### config.mk
export PLATFORM = sky130hd
export DESIGN_NAME = srht_ctrl
export DESIGN_NICKNAME = d
export VERILOG_FILES = /design/src/rtl/srht_pkg.sv /design/src/rtl/srht_ctrl.sv
export SDC_FILE = /design/constraint.sdc
export NUM_CORES = 1
export LEC_CHECK = 0
export ABC_AREA = 1
export BUFFER_PORTS_ARGS = -buffer_cell sky130_fd_sc_hd__buf_2
export CAP_MARGIN = 20
export CORE_AREA = 2 2 39 41
export CTS_CLUSTER_SIZE = 10
export DETAILED_ROUTE_END_ITERATION = 8
export DIE_AREA = 0 0 41 43
export SLEW_MARGIN = 20
export SYNTH_ARGS = -nofsm -noshare
export SYNTH_HDL_FRONTEND = slang
export SYNTH_SLANG_ARGS = --single-unit
### constraint.sdc
create_clock -name clk -period 0.99 [get_ports clk]
set_input_delay 0.0495 -clock clk [delete_from_list [all_inputs] [get_ports clk]]
set_output_delay 0.0495 -clock clk [all_outputs]
set_load 0.01 [all_outputs]
### src/rtl/srht_pkg.sv
// Shared constants and types for the search result hash table.
`timescale 1ns / 1ps

package srht_pkg;

    // Slot count; must be a power of two, the slot is the low key bits.
    localparam int TABLE_ENTRIES = 16384;
    localparam int INDEX_W       = $clog2(TABLE_ENTRIES);

    localparam int KEY_W   = 64;
    localparam int SCORE_W = 32;
    localparam int MOVE_W  = 32;
    localparam int DEPTH_W = 8;
    localparam int KIND_W  = 2;
    localparam int AGE_W   = 8;

    typedef enum logic [1:0] {
        CMD_PROBE  = 2'd0,
        CMD_RECORD = 2'd1,
        CMD_LOOKUP = 2'd2,
        CMD_CLEAR  = 2'd3
    } cmd_t;

    localparam logic [KIND_W-1:0] KIND_EXACT = 2'd0;
    localparam logic [KIND_W-1:0] KIND_UPPER = 2'd1;
    localparam logic [KIND_W-1:0] KIND_LOWER = 2'd2;

    // controller -> datapath
    typedef struct packed {
        logic load_in;   // capture transaction, start slot read
        logic eval;      // resolve slot, update it, load result register
        logic sweep;     // zero one slot of the clear sweep
    } dp_cmd_t;

    // datapath -> controller
    typedef struct packed {
        logic is_clear;
        logic sweep_last;
    } dp_stat_t;

endpackage

### src/rtl/srht_ctrl.sv
// Control state machine: accept, evaluate and clear sweep sequencing.
`timescale 1ns / 1ps

module srht_ctrl (
    input  logic              clk,
    input  logic              rst_n,
    input  logic              in_valid,
    output logic              in_ready,
    output logic              out_valid,
    input  logic              out_ready,
    output srht_pkg::dp_cmd_t dp_cmd,
    input  srht_pkg::dp_stat_t dp_stat
);
    import srht_pkg::*;

    typedef enum logic [1:0] {
        ST_SWEEP,
        ST_IDLE,
        ST_EVAL
    } state_t;

    state_t state_reg;
    state_t state_next;
    logic   out_valid_reg;
    logic   out_valid_next;
    logic   out_free;

    assign out_free  = !out_valid_reg || out_ready;
    assign in_ready  = (state_reg == ST_IDLE);
    assign out_valid = out_valid_reg;

    always_comb
    begin
        dp_cmd         = '0;
        state_next     = state_reg;
        out_valid_next = out_valid_reg && !out_ready;
        case (state_reg)
            ST_SWEEP:
            begin
                dp_cmd.sweep = 1'b1;
                if (dp_stat.sweep_last)
                begin
                    state_next = ST_IDLE;
                end
            end
            ST_IDLE:
            begin
                if (in_valid)
                begin
                    dp_cmd.load_in = 1'b1;
                    state_next     = ST_EVAL;
                end
            end
            ST_EVAL:
            begin
                if (out_free)
                begin
                    dp_cmd.eval    = 1'b1;
                    out_valid_next = 1'b1;
                    state_next     = dp_stat.is_clear ? ST_SWEEP : ST_IDLE;
                end
            end
            default:
            begin
                state_next = ST_SWEEP;
            end
        endcase
    end

    always_ff @(posedge clk or negedge rst_n)
    begin
        if (!rst_n)
        begin
            state_reg     <= ST_SWEEP;
            out_valid_reg <= 1'b0;
        end
        else
        begin
            state_reg     <= state_next;
            out_valid_reg <= out_valid_next;
        end
    end

endmodule

==> impl_results.md <==
- Gate power share: 46.8%
- Total grt overflow: 0
- Status: complete, but fails checks
- Min-Delay Path Depth: 2
- RR Startpoint: state_reg[0]$_DFFE_PN0P_
- Routed len/inst: 6.38 um
- Area delta synth->final: 72.9%
- Post-Syn Area per Cell: 6.66 sq um
- CP Data Arrival Time: 1.00 ns
- Flops & latches, synth: 3
- Clk slew on worst S/H paths: 0.03 ns
- # fillers: 158
- DRC viols: 0
- Via Count: 195
- Largest vdd supply drop: 0.000366 V
- Initial drt markers: 1
- Sw Ratio: 37.9%
- GRT Total Usage: 5.94%
- Buffers and inverters on the worst path: 2
- Chip Height: 43 um
- Cts bufs inserted: 3
- Placeable Area: 0.00138 sq mm
- Vias in the first global route: 177
- Layout Cells excl Fill: 58
- Clock Path Buffers: 2
- Mapped cell area: 166 sq um
- Largest delay share family, worst path: flip-flops
- Max stage delay on crit path: 0.39 ns
- Setup crit end kind: output pin
- Power per cell area: 2780 mW/mm^2
- Crit-path slowest cell: dfrtp_1
- Final slew viol count: 0
- Setup TNS Final: -0.165 ns
- Sequential element share of the synthesized area: 45.1%
- GRT met1 Usage: 4.22%
- Core Util, Final: 20.8%
- Max FFs per register: 2
- IO Pins: 11
- WP data required: 0.94 ns
- Worst hold path class: in2reg
- CP Class: reg2out
- Final Cycle Share: 106%
- Post-Synth Adder-Cell Area: 0%
- Compound-Gate Fraction of Synth Area: 6.02%
- Reg-to-Reg End: state_reg[0]$_DFFE_PN0P_
- Failing checks: setup timing
- Final worst clock skew: 0.00201 ns
- Post-route ant nets: 0
- Total of max-cap violations: 0
- Relative slew slack: 89.4%
- Pint: 0.496 mW
- Placed inst area: 236 sq um
- Crit path max fanout: 3
- Starting Density: 12.0%
- Hpwl dp: 293 um
- RSZ-0062 raised after global routing: true
- Power Total: 0.799 mW
- Worst Hold End: out_valid$_DFF_PN0_
- Row count: 14
- Leak pwr: 0.174 nW
- Fmax: 950 MHz
- Reg2Reg Setup Slack: 0.09 ns
- Storage cell area: 75.1 sq um
- Reg power frac: 26.2%
- Clock share of power: 27.0%
- Synth Area in XOR/XNOR: 0%
- Post-synthesis mux area share: 0%
- Syn nets: 31
- Area occupied by multi-input gates: 65.1 sq um
- Final wirelength: 370 um
- PortBufs: 10
- Antenna cell count: 0
- Startpoint of the worst hold path: out_ready
- CTS tree: yes
- Kind of start point of the critical path: register
- Die area: 0.00176 sq mm
- Root Driver: clkbuf_4
- Die width: 41 um
- PnR worst setup slack: -0.0626 ns
- Grt met2 use: 7.81%
- Post-Synth Simple-Gate Area: 33.1%
- # clock sinks: 3
- Final setup vio count: 4
- Slew @ Worst Pin: 0.157 ns
- Synth warn: 0
- Clock Latency Late Sink: 0.23 ns
- Switching pwr: 0.303 mW
- Busiest grt layer: met4
- Largest net degree at the start of global routing: 5
- Synth cell types: 7
- Met3 Usage GRT: 3.14%
- Share of post-route cells with drive strength above 1: 42.9%
- Cell count after synthesis: 25
- Post-route cell area: 288 sq um
- Final hold vios: 0
- Final-stage net count: 49
- Worst R2R Path Depth: 6
- CTS H-tree depth: 1
- Drt pass-1 iters: 2
- Crit path time final: 1.05 ns
- Cells after DPL: 51
- GPL Wtd Cong: 0.600
- Largest family of logic cells by synthesized area: simple AND/OR/NAND/NOR gates
- Vias per inst: 3.36
- CP cell instances: nor2_2 > inv_1 > nor2_1 > buf_2
- Global-route wire length before repair: 579 um
- Antenna violations before repair: 0
## cell type report
class	instances	share of cell area (%)
Sequential cell	3	26.1
Inverter	7	9.13
Clock buffer	4	9.13
Timing Repair Buffer	13	26.1
Tap cell	16	6.96
Multi-Input combinational cell	15	22.6
## worst max-delay path by stage
stage                                  start                        to  slack (ns)  depth (start not counted)
floorplan           state_reg[0]$_DFFE_PN0P_  state_reg[0]$_DFFE_PN0P_        0.15                          5
global placement    state_reg[0]$_DFFE_PN0P_                 dp_cmd[1]        0.16                          4
detailed placement  state_reg[0]$_DFFE_PN0P_                 dp_cmd[1]        0.14                          4
CTS                 state_reg[0]$_DFFE_PN0P_                 dp_cmd[1]       -0.09                          4
global route        state_reg[1]$_DFFE_PN0P_                 dp_cmd[1]       -0.14                          5
finish              state_reg[0]$_DFFE_PN0P_                 dp_cmd[1]       -0.06                          4
## cell usage after synthesis, drive strengths merged
master  instances  area (sq um)
nor2            5          23.8
inv             7          26.3
dfrtp           3          75.1
o21ai           2          10.0
nand2           7          26.3
nand3           1          5.00
## power by group through the flow
| stage | combinational, mW | sequential, mW | clock (mW) |
|---|---|---|---|
| after global routing | 0.424 | 0.221 | 0.240 |
| final | 0.374 | 0.209 | 0.216 |
| after global placement | 0.312 | 0.219 | 0 |
| after CTS | 0.343 | 0.216 | 0.229 |
| after floorplan | 0.187 | 0.228 | 0 |
| after detailed placement | 0.315 | 0.223 | 0 |
## stage by stage
stage	hold slack [ns]	worst slack, ns
3_5_place_dp	-0.154	0.144
6_report	0.0390	-0.0626
5_1_grt	0.0499	-0.135
4_1_cts	0.0272	-0.0867
2_1_floorplan	-0.246	0.154
3_3_place_gp	-0.154	0.157
## placed cells by master (no fill, tap or decap)
| cell type | n |
|---|---|
| inv_2 | 1 |
| buf_4 | 2 |
| nand3_1 | 1 |
| nor2_1 | 3 |
| buf_2 | 10 |
| inv_1 | 6 |
| o21ai_0 | 2 |
| dfrtp_1 | 3 |
| clkbuf_4 | 3 |
| nor2_2 | 2 |
| dlygate4sd3_1 | 1 |
| clkbuf_1 | 1 |
| nand2_1 | 7 |
## layer usage
metal  up-vias  share of wire [%]
li1        106                  -
met1        80                 33
met2         7                 53
met3         2                 10
met4         0                3.8
met5         -                  0
## cells by family (layout without fill, tap and decap cells)
group           count (synthesis)  count (layout)
compound gates                  2               2
buf+inv                         7              24
flops                           3               3
simple gates                   13              13
## what timing repair did
action	in CTS	in global routing
hold buffers	1	0
endpoints found under the hold margin	3	0
setup endpoints to repair	3	4
resized for setup	0	1
buffers inserted	1	1
pin swaps	1	1
Power figures use the tool's default switching activity.
